===== config.mk =====
export PLATFORM = sky130hd
export DESIGN_NAME = rl_ctrl
export DESIGN_NICKNAME = d
export VERILOG_FILES = /design/src/rl_pkg.sv /design/src/rl_ctrl.sv
export SDC_FILE = /design/constraint.sdc
export NUM_CORES = 1
export LEC_CHECK = 0
export BUFFER_PORTS_ARGS = -buffer_cell sky130_fd_sc_hd__buf_4
export CORE_AREA = 2 2 39 41
export CTS_BUF_LIST = sky130_fd_sc_hd__clkbuf_4 sky130_fd_sc_hd__clkbuf_8
export DETAILED_ROUTE_END_ITERATION = 8
export DIE_AREA = 0 0 41 43
export GPL_TIMING_DRIVEN = 0
export PLACE_DENSITY = 0.49
export RECOVER_POWER = 100
export SYNTH_ARGS = -nofsm -noshare
export SYNTH_HDL_FRONTEND = slang
export SYNTH_SLANG_ARGS = --single-unit
export TNS_END_PERCENT = 10

===== constraint.sdc =====
create_clock -name clk -period 1.6 [get_ports clk]
set_input_delay 0.08 -clock clk [delete_from_list [all_inputs] [get_ports clk]]
set_output_delay 0.08 -clock clk [all_outputs]
set_load 0.02 [all_outputs]

===== src/rl_pkg.sv =====
`timescale 1ns / 1ps

package rl_pkg;

	localparam int TABLE_ENTRIES = 64;
	localparam int IDX_W         = $clog2(TABLE_ENTRIES);
	localparam int WORD_W        = 32;
	localparam int CNT_W         = 16;
	localparam int QLEV_W        = 16;
	localparam int IN_W          = 80;
	localparam int OUT_W         = 40;
	localparam int PADDR_W       = 4;
	localparam int PDATA_W       = 32;

	localparam logic [1:0] REG_MIN_INTERVAL = 2'd0;
	localparam logic [1:0] REG_MAX_PER_SRC  = 2'd1;
	localparam logic [1:0] REG_WINDOW       = 2'd2;
	localparam logic [1:0] REG_MAX_QUEUE    = 2'd3;

	typedef enum logic [1:0] {
		OP_ADMIT = 2'd0,
		OP_SWEEP = 2'd1,
		OP_CLEAR = 2'd2,
		OP_NONE  = 2'd3
	} op_t;

	typedef enum logic [2:0] {
		V_ADMIT = 3'd0,
		V_SOON  = 3'd1,
		V_LIMIT = 3'd2,
		V_QUEUE = 3'd3,
		V_MAINT = 3'd4
	} verdict_t;

	typedef struct packed {
		logic [16:0]       min_interval;
		logic [CNT_W-1:0]  max_per_source;
		logic [19:0]       window;
		logic [QLEV_W-1:0] max_queue;
	} cfg_t;

	typedef struct packed {
		logic [WORD_W-1:0] addr;
		logic [WORD_W-1:0] last_time;
		logic [CNT_W-1:0]  count;
	} entry_t;

	typedef struct packed {
		logic load;
		logic scan_rd;
		logic commit;
		logic out_load;
	} dp_cmd_t;

	typedef struct packed {
		op_t  op;
		logic scan_last;
	} dp_stat_t;

endpackage


===== src/rl_ctrl.sv =====
`timescale 1ns / 1ps

module rl_ctrl (
	input  logic              clk,
	input  logic              arst_n,
	input  logic              s_tvalid,
	output logic              s_tready,
	output logic              m_tvalid,
	input  logic              m_tready,
	input  rl_pkg::dp_stat_t  stat,
	output rl_pkg::dp_cmd_t   cmd
);
	import rl_pkg::*;

	typedef enum logic [4:0] {
		ST_IDLE   = 5'b00001,
		ST_SCAN   = 5'b00010,
		ST_DRAIN  = 5'b00100,
		ST_DECIDE = 5'b01000,
		ST_FINISH = 5'b10000
	} state_t;

	state_t state_q;
	state_t state_d;
	logic   out_valid_q;

	assign s_tready = (state_q == ST_IDLE);
	assign m_tvalid = out_valid_q;

	always_comb begin
		cmd          = '0;
		cmd.load     = s_tvalid && (state_q == ST_IDLE);
		cmd.scan_rd  = (state_q == ST_SCAN);
		cmd.commit   = (state_q == ST_DECIDE);
		cmd.out_load = (state_q == ST_FINISH) && (!out_valid_q || m_tready);
		state_d      = state_q;
		unique case (state_q)
			ST_IDLE: begin
				if (s_tvalid) begin
					state_d = ST_SCAN;
				end
			end
			ST_SCAN: begin
				// clear and unused commands skip the walk
				if ((stat.op == OP_CLEAR) || (stat.op == OP_NONE)) begin
					cmd.scan_rd = 1'b0;
					state_d     = ST_DECIDE;
				end else if (stat.scan_last) begin
					state_d = ST_DRAIN;
				end
			end
			ST_DRAIN:  state_d = ST_DECIDE;
			ST_DECIDE: state_d = ST_FINISH;
			ST_FINISH: begin
				if (cmd.out_load) begin
					state_d = ST_IDLE;
				end
			end
			default: state_d = ST_IDLE;
		endcase
	end

	always_ff @(posedge clk or negedge arst_n) begin
		if (!arst_n) begin
			state_q     <= ST_IDLE;
			out_valid_q <= 1'b0;
		end else begin
			state_q <= state_d;
			if (cmd.out_load) begin
				out_valid_q <= 1'b1;
			end else if (m_tready) begin
				out_valid_q <= 1'b0;
			end
		end
	end

endmodule


== After elaboration in Yosys (flattened, before gate mapping) ==
Cells that the tools add are included.
Widths: inputs -> output; s select.

* Bits of input ports: 7
* Output and inout bits: 6
* Register bits after elaboration: 6

* Multiplexer cells: 9
* Reduce and logical (&&, ||, !) cells: 7
* Equality and inequality tests: 10

{| class="wikitable"
|+ Operators by type and width
! cell !! number
|-
| $pmux 5 s5 || 1
|-
| $mux 5 || 4
|-
| $eq 5x1->1 const B || 1
|-
| $eq 5x2->1 const B || 1
|-
| $eq 5x3->1 const B || 1
|-
| $eq 5x4->1 const B || 1
|-
| $eq 5x5->1 const B || 1
|-
| $eq 2x2->1 const B || 2
|-
| $mux 1 || 4
|-
| $ne 2x2->1 const B || 2
|-
| $ne 3x2->1 const B || 1
|-
| $reduce_and 3->1 || 1
|-
| $logic_and 1x1->1 || 2
|-
| $logic_or 1x1->1 || 2
|-
| $reduce_bool 2->1 || 1
|-
| $logic_not 1->1 || 1
|}

== Logic depth before layout (Yosys ltp) ==
* Depth in word-level cells: 5
* Depth in mapped cells: 4

== Worst setup path after synthesis ==
No wires, ideal clock.

* Kind: flip-flop to output port
* Start: register state_q[1]
* End: output cmd[0] (netlist name)
* Path slack: 428 ps
* Path buffers: 0
* Cell stages (with the launch flop): 4
* Arrival: 1,092 ps
* Cells stage by stage: dfrtp_1 > nor4_2 > nand2_1 > nor2_1

{| class="wikitable"
|+ RTL lines
! item !! RTL line !! RTL
|-
| start, declared || rl_ctrl.sv:23 || <nowiki>state_t state_q;</nowiki>
|-
| start signal, assigned || rl_ctrl.sv:68 || <nowiki>state_q <= state_d;</nowiki>
|-
| end, declared || rl_ctrl.sv:11 || <nowiki>output rl_pkg::dp_cmd_t cmd</nowiki>
|}

==> summary.md <==
| Metric | Value |
|---|---|
| Outcome | `finished clean` |
| Synth unique cells | `19` |
| Final Hold Fails | `0` |
| Resized cells post-CTS | `0` |
| Vias in the first global route | `roughly 260` |
| Tmin final | `between 1 and 1.5 ns` |
| Fillers | `156` |
| Leakage power | `around 0.21 nW` |
| Initial antenna violation count | `0` |
| Clk sink count | `6` |
| Top Layer Used | `met3` |
| Hold path startpoint | `stat[2]` |
| RSZ-0062 raised after global routing | `no` |
| Synth Net Count | `between 40 and 50` |
| Routed vias/inst | `approximately 4.5` |
| Pwr/cell area | `between 1500 and 2000 nW/um^2` |
| Nets@finish | `between 50 and 60` |
| Register area share after synthesis | `a little under half` |
| Largest net degree at the start of global routing | `8` |
| Final setup viols | `0` |
| Worst hold path class | `input port to flop` |
| Worst reg2reg startpoint | `state_q[1]` |
| Crit Path Class | `flop to output port` |
| Ant diodes | `0` |
| Logic gate share of total power | `about two fifths` |
| Global-route usage over all layers | `approximately a tenth` |
| Total Power | `between 0.6 and 0.7 mW` |
| WP data required | `around 1.5 ns` |
| Share of cells above drive strength 1 | `between 20% and 30%` |
| Slew margin rel. | `between 70% and 80%` |
| # DRC | `0` |
| WHS Endpoint | `state_q[2]` |
| Io pins | `13` |
| 1st-iter DRT viols | `15` |
| Routed Antenna Nets | `0` |
| Least-Margin Pin Slew | `0.360 ns` |
| Routed via count | `294` |
| DPL Wire Length | `~540 um` |
| R2R depth | `3` |
| Pre-antenna DRT Iters | `4` |
| Final GP Congestion | `roughly 0.71` |
| Clock-pin slew on the worst setup and hold paths | `0.05 ns` |
| Area delta synth->final | `38.3%` |
| Met3 WL post-DR | `approximately 53 um` |
| Syn Area/Cell | `9.42 um^2` |
| CTS root buf | `clkbuf_4` |
| Clock tree from TritonCTS | `yes` |
| WL final | `645 um` |
| Die width | `between 40 and 50 um` |
| P_sw | `roughly 0.26 mW` |
| R2r endpoint | `state_q[0]` |
| Power Internal | `0.417 mW` |
| Setup crit end kind | `output port` |
| Final instance area | `between 400 and 500 um^2` |
| Clock Power Share | `25.2%` |
| Global-route wire length before repair | `1080 um` |
| R2R Setup Slk | `0.35 ns` |
| Dpl ws | `0.349 ns` |
| Wire per inst | `9.77 um` |
| Clock Tree Buf Depth | `2` |
| Final clock skew | `0.0149 ns` |
| Met2 wire len | `about 280 um` |
| Die area | `~1800 um^2` |
| Die height | `between 40 and 50 um` |
| Cell area after synthesis | `roughly 320 um^2` |
| Final Cycle Share | `around 92%` |
| H-Tree Depth | `1` |
| Synth Warn # | `0` |
| Congestion Overflow GR | `0` |
| Setup TNS | `0 ns` |
| DRT met1 WL | `307 um` |
| Core area | `approximately 1400 um^2` |
| Final Max Slew Viols | `0` |
| Max_cap viols | `0` |
| CP arrival | `1.39 ns` |
| Initial core utilization | `between 20% and 30%` |
| Flip-flop and latch count after synthesis | `6` |
| Crit start category | `flop` |
| Sequential power share | `a little over a third` |
| Num rows | `14` |
| Placed cell area | `423 um^2` |
| Crit path max fanout | `6` |
| VDD IR-drop max | `647 uV` |
| Post-Synthesis Cells | `34` |
| Worst hold stages | `2` |
| Buffers on Ports | `11` |
| Clock buffer count from CTS | `3` |
| Max Clk Rate | `683 MHz` |
| Worst-skew pair later-pin latency | `between 0.2 and 0.3 ns` |
| Sw frac | `38.4%` |
| Setup ws final | `between 0.1 and 0.15 ns` |
[cell type report]
type	instances	area (um^2)	share of cell area [%]
Multi-Input combinational cell	25	153	34.5
Sequential cell	6	151	34.2
Timing Repair Buffer	12	73.8	16.7
Clock buffer	4	30.0	6.78
Tap cell	16	20.0	4.52
Buffer	1	7.51	1.69
Inverter	2	7.51	1.69
[routing by layer]
metal	up-vias	GRT usage, %
li1	152	-
met1	130	13.8
met2	12	11.3
met3	0	7.85
met4	0	2.00
met5	-	0
[logic make-up (layout without fill, tap and decap cells)]
group / count (synthesis) / count (layout) / share of synthesized area, %
AOI/OAI and AO/OA: 5 / 5 / 12.9
xor gates and xnor gates: 1 / 1 / 2.73
buffers and inverters: 3 / 19 / 4.69
DFF: 6 / 6 / 47.3
and+or+nand+nor: 19 / 19 / 32.4
[registers in the layout (all words and copies together), names as in the netlist]
| signal | cells |
|---|---|
| state_q | 5 |
| m_tvalid | 1 |
[worst max-delay path by stage]
stage | from | end | cells past startpoint
after CTS | state_q[1] | cmd[0] | 4
after floorplan | state_q[1] | cmd[0] | 3
after global routing | state_q[1] | cmd[0] | 4
after global placement | state_q[1] | state_q[0] | 3
after detailed placement | state_q[1] | state_q[0] | 3
final | state_q[3] | cmd[2] | 4
[repair_timing]
action	CTS	global route
endpoints found under the hold margin	6	0
setup buffers	0	0
hold buffers	1	0
[per-stage QoR]
step | instances | util, % | hold WS, ns
after detailed placement | 61 | 30.6 | -0.109
after floorplan | 34 | - | -0.216
final | 66 | 32.0 | 0.0342
after global placement | 61 | 30.6 | -0.107
after global routing | 66 | 32.0 | 0.0315
after CTS | 66 | 33.5 | 0.0320
[Yosys cell counts]
cell type	instances	area, um^2
nor2_1	7	26.3
dfrtp_1	5	125
nand2b_1	3	18.8
nand3_1	3	15.0
inv_1	2	7.51
a2111oi_1	1	10.0
a32o_1	1	10.0
and3_1	1	6.26
buf_4	1	7.51
dfstp_2	1	26.3
nand2_1	1	3.75
nand3b_1	1	7.51
nor2b_1	1	6.26
nor3b_1	1	7.51
nor4_2	1	12.5
o211ai_1	1	7.51
o21ai_0	1	5.00
o32ai_1	1	8.76
xor2_1	1	8.76
[cell usage in the layout (no fill, tap or decap)]
cell type | synthesis | final
a32o_1 | 1 | 1
xor2_1 | 1 | 1
o21ai_0 | 1 | 1
o211ai_1 | 1 | 1
o32ai_1 | 1 | 1
nand2b_1 | 3 | 3
dfrtp_1 | 5 | 5
a2111oi_0 | 0 | 1
and3_1 | 1 | 1
clkbuf_4 | 0 | 4
nand2_1 | 1 | 1
buf_4 | 1 | 7
nor4_2 | 1 | 1
nand3_1 | 3 | 3
nor3b_1 | 1 | 1
inv_1 | 2 | 2
nor2b_1 | 1 | 1
dlygate4sd3_1 | 0 | 1
nand3b_1 | 1 | 1
nor2_1 | 7 | 7
clkbuf_1 | 0 | 5
dfstp_1 | 0 | 1
[critical path, cell delays in order, from the launching register on]
cell	delay (ns)
dfrtp_1	0.44
nor2_1	0.16
nand3_1	0.16
nor2_1	0.13
clkbuf_1	0.24
[power by group through the flow]
| stage | logic [mW] | registers [mW] | clock network, mW |
|---|---|---|---|
| after floorplan | 0.200 | 0.243 | 0 |
| after global placement | 0.296 | 0.255 | 0 |
| after detailed placement | 0.297 | 0.251 | 0 |
| after CTS | 0.299 | 0.249 | 0.177 |
| after global routing | 0.297 | 0.252 | 0.188 |
| final | 0.263 | 0.243 | 0.170 |
Power figures use the tool's default switching activity.
