[src/rl_pkg.sv]
`timescale 1ns / 1ps

package rl_pkg;

	localparam int TABLE_ENTRIES = 64;
	localparam int IDX_W         = $clog2(TABLE_ENTRIES);
	localparam int WORD_W        = 32;
	localparam int CNT_W         = 16;
	localparam int QLEV_W        = 16;
	localparam int IN_W          = 80;
	localparam int OUT_W         = 40;
	localparam int PADDR_W       = 4;
	localparam int PDATA_W       = 32;

	localparam logic [1:0] REG_MIN_INTERVAL = 2'd0;
	localparam logic [1:0] REG_MAX_PER_SRC  = 2'd1;
	localparam logic [1:0] REG_WINDOW       = 2'd2;
	localparam logic [1:0] REG_MAX_QUEUE    = 2'd3;

	typedef enum logic [1:0] {
		OP_ADMIT = 2'd0,
		OP_SWEEP = 2'd1,
		OP_CLEAR = 2'd2,
		OP_NONE  = 2'd3
	} op_t;

	typedef enum logic [2:0] {
		V_ADMIT = 3'd0,
		V_SOON  = 3'd1,
		V_LIMIT = 3'd2,
		V_QUEUE = 3'd3,
		V_MAINT = 3'd4
	} verdict_t;

	typedef struct packed {
		logic [16:0]       min_interval;
		logic [CNT_W-1:0]  max_per_source;
		logic [19:0]       window;
		logic [QLEV_W-1:0] max_queue;
	} cfg_t;

	typedef struct packed {
		logic [WORD_W-1:0] addr;
		logic [WORD_W-1:0] last_time;
		logic [CNT_W-1:0]  count;
	} entry_t;

	typedef struct packed {
		logic load;
		logic scan_rd;
		logic commit;
		logic out_load;
	} dp_cmd_t;

	typedef struct packed {
		op_t  op;
		logic scan_last;
	} dp_stat_t;

endpackage

[src/rl_cfg.sv]
`timescale 1ns / 1ps

module rl_cfg (
	input  logic                        clk,
	input  logic                        arst_n,
	input  logic                        psel,
	input  logic                        penable,
	input  logic                        pwrite,
	input  logic [rl_pkg::PADDR_W-1:0]  paddr,
	input  logic [rl_pkg::PDATA_W-1:0]  pwdata,
	output logic [rl_pkg::PDATA_W-1:0]  prdata,
	output logic                        pready,
	output rl_pkg::cfg_t                cfg
);
	import rl_pkg::*;

	cfg_t       cfg_q;
	logic       wr_en;
	logic [1:0] reg_sel;

	assign pready  = 1'b1;
	assign wr_en   = psel && penable && pwrite;
	assign reg_sel = paddr[3:2];
	assign cfg     = cfg_q;

	always_ff @(posedge clk or negedge arst_n) begin
		if (!arst_n) begin
			cfg_q.min_interval   <= 17'd60;
			cfg_q.max_per_source <= 16'd5;
			cfg_q.window         <= 20'd3600;
			cfg_q.max_queue      <= 16'd100;
		end else if (wr_en) begin
			unique case (reg_sel)
				REG_MIN_INTERVAL: cfg_q.min_interval   <= pwdata[16:0];
				REG_MAX_PER_SRC:  cfg_q.max_per_source <= pwdata[15:0];
				REG_WINDOW:       cfg_q.window         <= pwdata[19:0];
				REG_MAX_QUEUE:    cfg_q.max_queue      <= pwdata[15:0];
				default: ;
			endcase
		end
	end

	always_comb begin
		unique case (reg_sel)
			REG_MIN_INTERVAL: prdata = PDATA_W'(cfg_q.min_interval);
			REG_MAX_PER_SRC:  prdata = PDATA_W'(cfg_q.max_per_source);
			REG_WINDOW:       prdata = PDATA_W'(cfg_q.window);
			REG_MAX_QUEUE:    prdata = PDATA_W'(cfg_q.max_queue);
			default:          prdata = '0;
		endcase
	end

endmodule

[config.mk]
export PLATFORM = sky130hd
export DESIGN_NAME = rl_cfg
export DESIGN_NICKNAME = d
export VERILOG_FILES = /design/src/rl_pkg.sv /design/src/rl_cfg.sv
export SDC_FILE = /design/constraint.sdc
export NUM_CORES = 1
export LEC_CHECK = 0
export CORE_MARGIN = 5
export CORE_UTILIZATION = 45
export DETAILED_ROUTE_END_ITERATION = 10
export DONT_BUFFER_PORTS = 1
export PLACE_DENSITY = 0.7
export SLEW_MARGIN = 20
export SYNTH_ARGS = -nofsm -noshare
export SYNTH_HDL_FRONTEND = slang
export SYNTH_SLANG_ARGS = --single-unit
[constraint.sdc]
create_clock -name clk -period 2.4 [get_ports clk]
set_clock_uncertainty 0.1 [all_clocks]
set_input_delay 0.48 -clock clk [delete_from_list [all_inputs] [get_ports clk]]
set_output_delay 0.48 -clock clk [all_outputs]
set_load 0.005 [all_outputs]
## Word level (Yosys, flattened, before mapping)

Index checks and enable logic that the tools add are counted.

- Register bits after elaboration: 69
- Latch bits: 0
- Memory bits (writable): 0
- ROM bits: 0
- Memories: 0

- Add/subtract/negate cells: 0
- Multipliers: 0
- Div/mod/pow operators: 0
- $lt $le $gt $ge: 0
- Equality and inequality tests: 3
- Shift operators: 0
- Mux-type cells: 1
- Bitwise operators: 0
- Reductions and logical operators: 7

Operator list:

| operator | count |
|---|---|
| case mux 32 bit (4 select lines) | 1 |
| AND reduction 2 bit | 4 |
| equality test 2 bit, second input constant | 2 |
| equality test 2 x 1 -> 1 bit, second input constant | 1 |
| logical AND 1 bit | 2 |
| zero test 2 bit | 1 |

## Longest topological paths before layout

Gate-level depths: netlist of run 1.

- Depth after elaboration: 3
- Depth in mapped cells: 5

## Least setup slack after synthesis of run 1

No wires, ideal clock.

- Path type: input to output
- Start point: input port paddr[2] (netlist name)
- End point: output port prdata[12] (netlist name)
- Data arrival time: 1492 ps
- Data required time: 1820 ps
- Setup slack: 328 ps
- Stages on the path: 3
- Path buffers: 2
- Path through: buf_2 > buf_4 > mux4_2

- Word-level cells in the longest chain between the ends: 2
- Elaborated cells between the ends (all ways): 5
- Classes of those cells: 3 x eq/ne; 1 x mux; 1 x reduce/logical

RTL lines:

| element | RTL line | RTL |
|---|---|---|
| start: declaration | rl_cfg.sv:9 | `input logic [rl_pkg::PADDR_W-1:0] paddr,` |
| equality test 2 bit (tied with other cells) | rl_cfg.sv:44 | `unique case (reg_sel)` |
| case mux 32 bit (4 select lines) * | rl_cfg.sv:44 |  |
| end: declaration | rl_cfg.sv:11 | `output logic [rl_pkg::PDATA_W-1:0] prdata,` |

Every way passes the cells marked *; elsewhere a longest branch is shown, timed or not. The select of a mux whose other input is x is not followed.

## Worst setup path after layout of run 1

- Start point: register cfg_q, in the netlist cfg[14]
- End point: output port prdata[14] (netlist name)

- Word-level cells in the longest chain between the ends: 1

RTL lines:

| element | RTL line | RTL |
|---|---|---|
| start: declaration | rl_cfg.sv:17 | `cfg_t cfg_q;` |
| case mux 32 bit (4 select lines) | rl_cfg.sv:44 |  |

Every way passes these cells. The select of a mux whose other input is x is not followed.

==> out/summary.txt, run 1 <==
Ports: 143
Die height: 94.2 um
Min Tclk post-route: 1.86 ns
DRT iter0 DRCs: 46
Sink Count: 69
Setup-failing EPs final: 0
Die footprint: 0.00887 mm2
Root Buffer: clkbuf_8
CTS tree: built
Post-synthesis mux area share: 37.2%
Worst Setup Start Kind: register
Number of global-route vias before repair: 1824
Worst path top cell family by delay: multiplexers
R2r setup slk: 1.48 ns
Slowest cell on crit path: mux4_2
Synthesized area per cell: 16.7 um2
GRT Residual Overflow: 0
Overall global routing resource usage: 16.2%
Critical path required time: 1.82 ns
R2r startpoint: cfg[12]
Crit path DAT: 1.28 ns
Setup crit end kind: output pin
Inserted Clock Buffers: 9
H-tree depth: 3
Initial Util: 46.7%
CTS max path bufs: 2
FP Rows: 30
Min-delay worst type: primary input to register
Worst path bufs/invs: 0
Max incr delay on CP: 0.53 ns
Routed via count: 1688
Fin. max-slew vios: 0
Synth unique cells: 20
WL final: 6790 um
Vias per std cell: 5.63
DR WL/cell: 22.6 um
Area Growth Syn to Fin: 9.69%
ANT nets after route: 0
Compound-Gate Fraction of Synth Area: 0%
End point of the critical path: prdata[14]
VDD IR max: 0.505 mV
Worst-path fanout max: 3
Clock transition at path regs: 0.07 ns
Share of cells above drive strength 1: 61.3%
Initial antenna violation count: 0
TritonRoute pass-1 iters: 4
Setup TNS: 0 ns
R2r endpoint: cfg[12]
LEAKAGE: 1.51 nW
Clk_lat worst skew: 0.33 ns
Largest family of logic cells by synthesized area: multiplexers
Critical Path Source: cfg[14]
Largest net degree at the start of global routing: 70
Synth warn: 0
Pwr dens: 943 mW/mm2
Synth Register Bits: 69
Gate Count Post-Synth: 191
Period utilization: 77.6%
Final HPWL DP: 4610 um
Final core occ: 51.2%
Max cap viols: 0
Post-synthesis adder-cell area fraction: 0%
CP Cell Sequence: mux4_2
Number of flip-flops in the largest register: 69
Tot Pwr: 3.30 mW
Crit path kind: register to output pin
FMAX: 537 MHz
Chip width: 94.2 um
Status: complete, no violations
Hold Violations, Final: 0
Synth Area in Simple Gates: 2.35%
Syn Std Cell Area: 0.00319 mm2
Drt drc: 0
Buffers on Ports: 0
Fin nets: 240
Cells on worst reg2reg path: 1
Post-CTS Setup Inserts: 0
GPL Wtd Cong: 0.702
Sequential fraction of the synthesis area: 54.6%
Number of diodes: 0
First-pass GRT wire length: 10600 um
Core ar.: 0.00683 mm2
XOR/XNOR Fraction of Synth Area: 0%
Critical path depth: 1
RSZ-0062 raised after global routing: false
==> cells by family after synthesis <==
group	Yosys count
mux	86
flops	69
simple gates	11
other cells	2
buf+inv	23
==> routing by layer <==
layer | global-route usage (%) | up-vias | part of all wire [%]
met3 | 9.38 | 4 | 13
met1 | 20.1 | 904 | 39
met2 | 24.6 | 95 | 48
li1 | - | 685 | -
met4 | 3.25 | 0 | 0.43
met5 | 0 | - | 0
==> Yosys cell counts <==
| cell | number | area share, % |
|---|---|---|
| buf_12 | 1 | 0.63 |
| nand3_2 | 1 | 0.31 |
| nand2_1 | 1 | 0.12 |
| dfstp_2 | 13 | 11 |
| buf_2 | 4 | 0.63 |
| nor2_1 | 1 | 0.12 |
| nor3b_1 | 1 | 0.24 |
| nor2b_1 | 1 | 0.20 |
| mux2i_1 | 1 | 0.31 |
| nor2_2 | 1 | 0.20 |
| nor3_2 | 1 | 0.31 |
| conb_1 | 2 | 0.24 |
| or3b_1 | 1 | 0.27 |
| dfrtp_1 | 56 | 44 |
| mux2_2 | 59 | 21 |
| buf_6 | 1 | 0.35 |
| mux2_4 | 10 | 4.7 |
| mux4_2 | 16 | 11 |
| buf_4 | 17 | 4.0 |
| and2_1 | 3 | 0.59 |
==> final cells by class <==
cell class                      instances  area [um2]
Tap cell                               96         120
Clock inverter                          4        70.1
Timing Repair Buffer                    9        90.1
Sequential cell                        69        1740
Clock buffer                           12         155
Fill cell                             602        3330
Multi-Input combinational cell        110        1320
==> where the power goes <==
| part | internal [mW] | switching (mW) |
|---|---|---|
| clock | 0.639 | 0.410 |
| combinational | 0.344 | 0.147 |
| sequential | 1.48 | 0.284 |
| total | 2.46 | 0.841 |
==> worst min path at each step <==
| stage | slack (ns) | depth (start not counted) | from | end |
|---|---|---|---|---|
| 2_1_floorplan | 0.08 | 0 | arst_n | cfg[0] |
| 3_3_place_gp | 0.09 | 0 | arst_n | cfg[32] |
| 3_5_place_dp | 0.09 | 0 | arst_n | cfg[32] |
| 4_1_cts | 0.17 | 1 | pwdata[10] | cfg[46] |
| 5_1_grt | 0.16 | 1 | pwdata[4] | cfg[40] |
| 6_report | 0.19 | 1 | pwdata[10] | cfg[46] |
==> layout by cell type (no fill, tap or decap) <==
| master | count |
|---|---|
| buf_4 | 7 |
| mux2i_1 | 1 |
| clkbuf_1 | 1 |
| nor3b_2 | 1 |
| nor2_1 | 1 |
| dlygate4sd3_1 | 1 |
| conb_1 | 13 |
| mux2_2 | 59 |
| clkinv_2 | 2 |
| and2_1 | 3 |
| nand3_2 | 1 |
| nand2_1 | 1 |
| dfrtp_1 | 56 |
| mux4_2 | 16 |
| buf_16 | 1 |
| clkbuf_8 | 11 |
| bufinv_16 | 2 |
| nor3_4 | 1 |
| or3b_1 | 1 |
| mux2_4 | 10 |
| dfstp_2 | 13 |
| nor2b_1 | 1 |
| nor2_2 | 1 |
==> through the flow <==
step / cells / area (um2) / hold WS, ns / worst slack [ns]
5_1_grt: 300 / 3500 / 0.156 / 0.465
2_1_floorplan: 202 / 3230 / 0.0844 / 0.328
3_3_place_gp: 282 / 3240 / 0.0863 / 0.597
6_report: 300 / 3500 / 0.192 / 0.537
3_5_place_dp: 282 / 3240 / 0.0865 / 0.595
4_1_cts: 300 / 3500 / 0.169 / 0.505
==> repair_timing <==
action                    4_1_cts  5_1_grt
hold endpoints to repair       69        0
hold buffers                    2        0
gates resized for setup         0        0
No activity file was read; power rests on OpenSTA's default activity.
==> run 2, diff against run 1 <==
- ABC_AREA: not set -> 1
- clock period: 2.4 -> 1.83 ns (I/O delays scaled with it)
==> out/summary.txt, run 2 <==
Status: finished, violations left
Failing checks: hold timing
R2r startpoint: cfg[27]
Routed via count: 2777
Root Buffer: clkbuf_8
Die height: 98.1 um
Filler cells: 758
Critical path required time: 1.36 ns
Setup-failing EPs final: 0
Synthesized area per cell: 8.26 um2
Post-cts resize count: 0
Min Tclk post-route: 1.60 ns
Max cap viols: 0
RSZ-0062 raised after global routing: false
CP Cell Sequence: nand3_1, nand4_1
Ports: 143
Sequential share of power: 56.5%
End point of the critical path: prdata[10]
Pre-CTS setup slack: 0.470 ns
DR WL/cell: 18.1 um
Critical path depth: 2
Final core occ: 47.7%
Worst path top cell family by delay: flip-flops
R2r endpoint: cfg[27]
Period utilization: 87.3%
Worst path bufs/invs: 0
Synth warn: 0
DRT iter0 DRCs: 149
Switching Fraction: 30.8%
H-tree depth: 3
Clk_lat worst skew: 0.33 ns
Number of global-route vias before repair: 2788
Multi-input logic area: 0.00148 mm2
Syn Std Cell Area: 0.00349 mm2
Min-delay worst type: primary input to async pin
ANT nets after route: 0
Max incr delay on CP: 0.57 ns
LEAKAGE: 1.93 nW
Combinational share of power: 12.3%
Number of flip-flops in the largest register: 69
Hold Violations, Final: 69
Crit path DAT: 1.13 ns
Post-synth top cells: 227 x nand2_1, 56 x dfrtp_1, 48 x nand3_1
Setup ws final: 0.232 ns
Leading post-synthesis cells by cell area: dfrtp_1 40%, nand2_1 24%, dfstp_2 9.8%
Setup crit end kind: output pin
CTS tree: built
Dominant cell type by area after synthesis: dfrtp_1
Fin nets: 459
WL final: 9520 um
Chip width: 98.1 um
Pwr dens: 1090 mW/mm2
First-pass GRT wire length: 15300 um
Core ar.: 0.00765 mm2
Cell with the most instances after synthesis: nand2_1
Ys async rst share: 100%
Worst hold slack: -0.385 ns
Crit path kind: register to output pin
R2r setup slk: 0.97 ns
Commonest cells after routing, fill and taps aside: 227 x nand2_1, 56 x dfrtp_1, 48 x nand3_1, 16 x nand4_1
Overall global routing resource usage: 20.2%
Ys flop type: dfrtp_1
Clock Power Share: 31.2%
Slowest cell on crit path: dfstp_2
Sink Count: 69
Worst-path fanout max: 3
Gate Count Post-Synth: 423
Cells on worst reg2reg path: 2
CTS max path bufs: 2
P_int: 2.74 mW
FMAX: 626 MHz
Vias per std cell: 5.29
Inserted Clock Buffers: 9
GPL Wtd Cong: 0.759
Buffers on Ports: 0
TritonRoute pass-1 iters: 4
Initial Util: 45.7%
Final HPWL DP: 6170 um
# hold bufs at CTS: 3
Worst Setup Start Kind: register
Largest net degree at the start of global routing: 70
Synth Register Bits: 69
Sw power: 1.22 mW
Fin. max-slew vios: 0
Drt drc: 0
Area Growth Syn to Fin: 4.44%
Synth top area share: 40.1%
VDD IR max: 0.559 mV
Number of diodes: 0
Synth unique cells: 21
Initial antenna violation count: 0
Critical Path Source: cfg[26]
Sequential fraction of the synthesis area: 49.9%
Commonest non-fill, non-tap cell in the layout: nand2_1
Sequential Area: 0.00174 mm2
Setup TNS: 0 ns
Number of enable flip-flop cells after synthesis: 0
Clock transition at path regs: 0.08 ns
Die footprint: 0.00962 mm2
Post-CTS Setup Inserts: 0
Share of cells above drive strength 1: 12.3%
GRT Residual Overflow: 0
FP Rows: 32
run 2: power groups by stage:
stage               clock network (mW)  registers, mW  logic, mW
global placement                     0           2.26      0.463
global route                      1.35           2.29      0.577
floorplan                            0           2.15      0.469
finish                            1.24           2.24      0.490
CTS                               1.26           2.24      0.497
detailed placement                   0           2.27      0.491
run 2: worst min path at each step:
stage | startpoint | endpoint | cells after the start
6_report | arst_n | cfg[66] | 0
3_3_place_gp | arst_n | cfg[8] | 0
3_5_place_dp | arst_n | cfg[8] | 0
4_1_cts | arst_n | cfg[66] | 0
2_1_floorplan | arst_n | cfg[0] | 0
5_1_grt | arst_n | cfg[60] | 0
run 2: area by class of cell:
| class | count | share of cell area (%) |
|---|---|---|
| well taps | 102 | 3.50 |
| clock inverters | 4 | 1.30 |
| clock buffers | 12 | 3.98 |
| inverters | 9 | 1.27 |
| multi-input cells | 322 | 40.5 |
| flip-flops and latches | 69 | 47.8 |
| repair buffers | 7 | 1.65 |
run 2: metal layers:
layer  routed length, um  track usage, %  up-vias  share of wire (%)
met1                3660            24.5     1311                 38
met2                4600            32.2      149                 48
li1                    -               -     1301                  -
met5                   0               0        -                  0
met4                 137            7.77        0                1.4
met3                1110            8.14       16                 12
run 2: metrics by stage:
step | area [um2] | total power, mW | std cells | hold WS, ns
after detailed placement | 3430 | 2.76 | 506 | -0.0276
after global routing | 3650 | 4.22 | 525 | -0.413
final | 3650 | 3.96 | 525 | -0.385
after global placement | 3430 | 2.72 | 506 | -0.0276
after floorplan | 3530 | 2.62 | 434 | -0.0296
after CTS | 3650 | 4.00 | 525 | -0.404
run 2: worst reg2reg max path, cell delays in order (launching register included):
cell and delay (ns):
dfstp_2 0.58, nand2_1 0.07, nand2_1 0.06
run 2: kinds of logic (layout without fill, tap and decap cells):
| group | count (synthesis) | after routing | synth area share (%) |
|---|---|---|---|
| other | 2 | 13 | 0.215 |
| buffers and inverters | 43 | 32 | 8.95 |
| AND/OR/NAND/NOR | 309 | 309 | 40.9 |
| flip-flops | 69 | 69 | 49.9 |
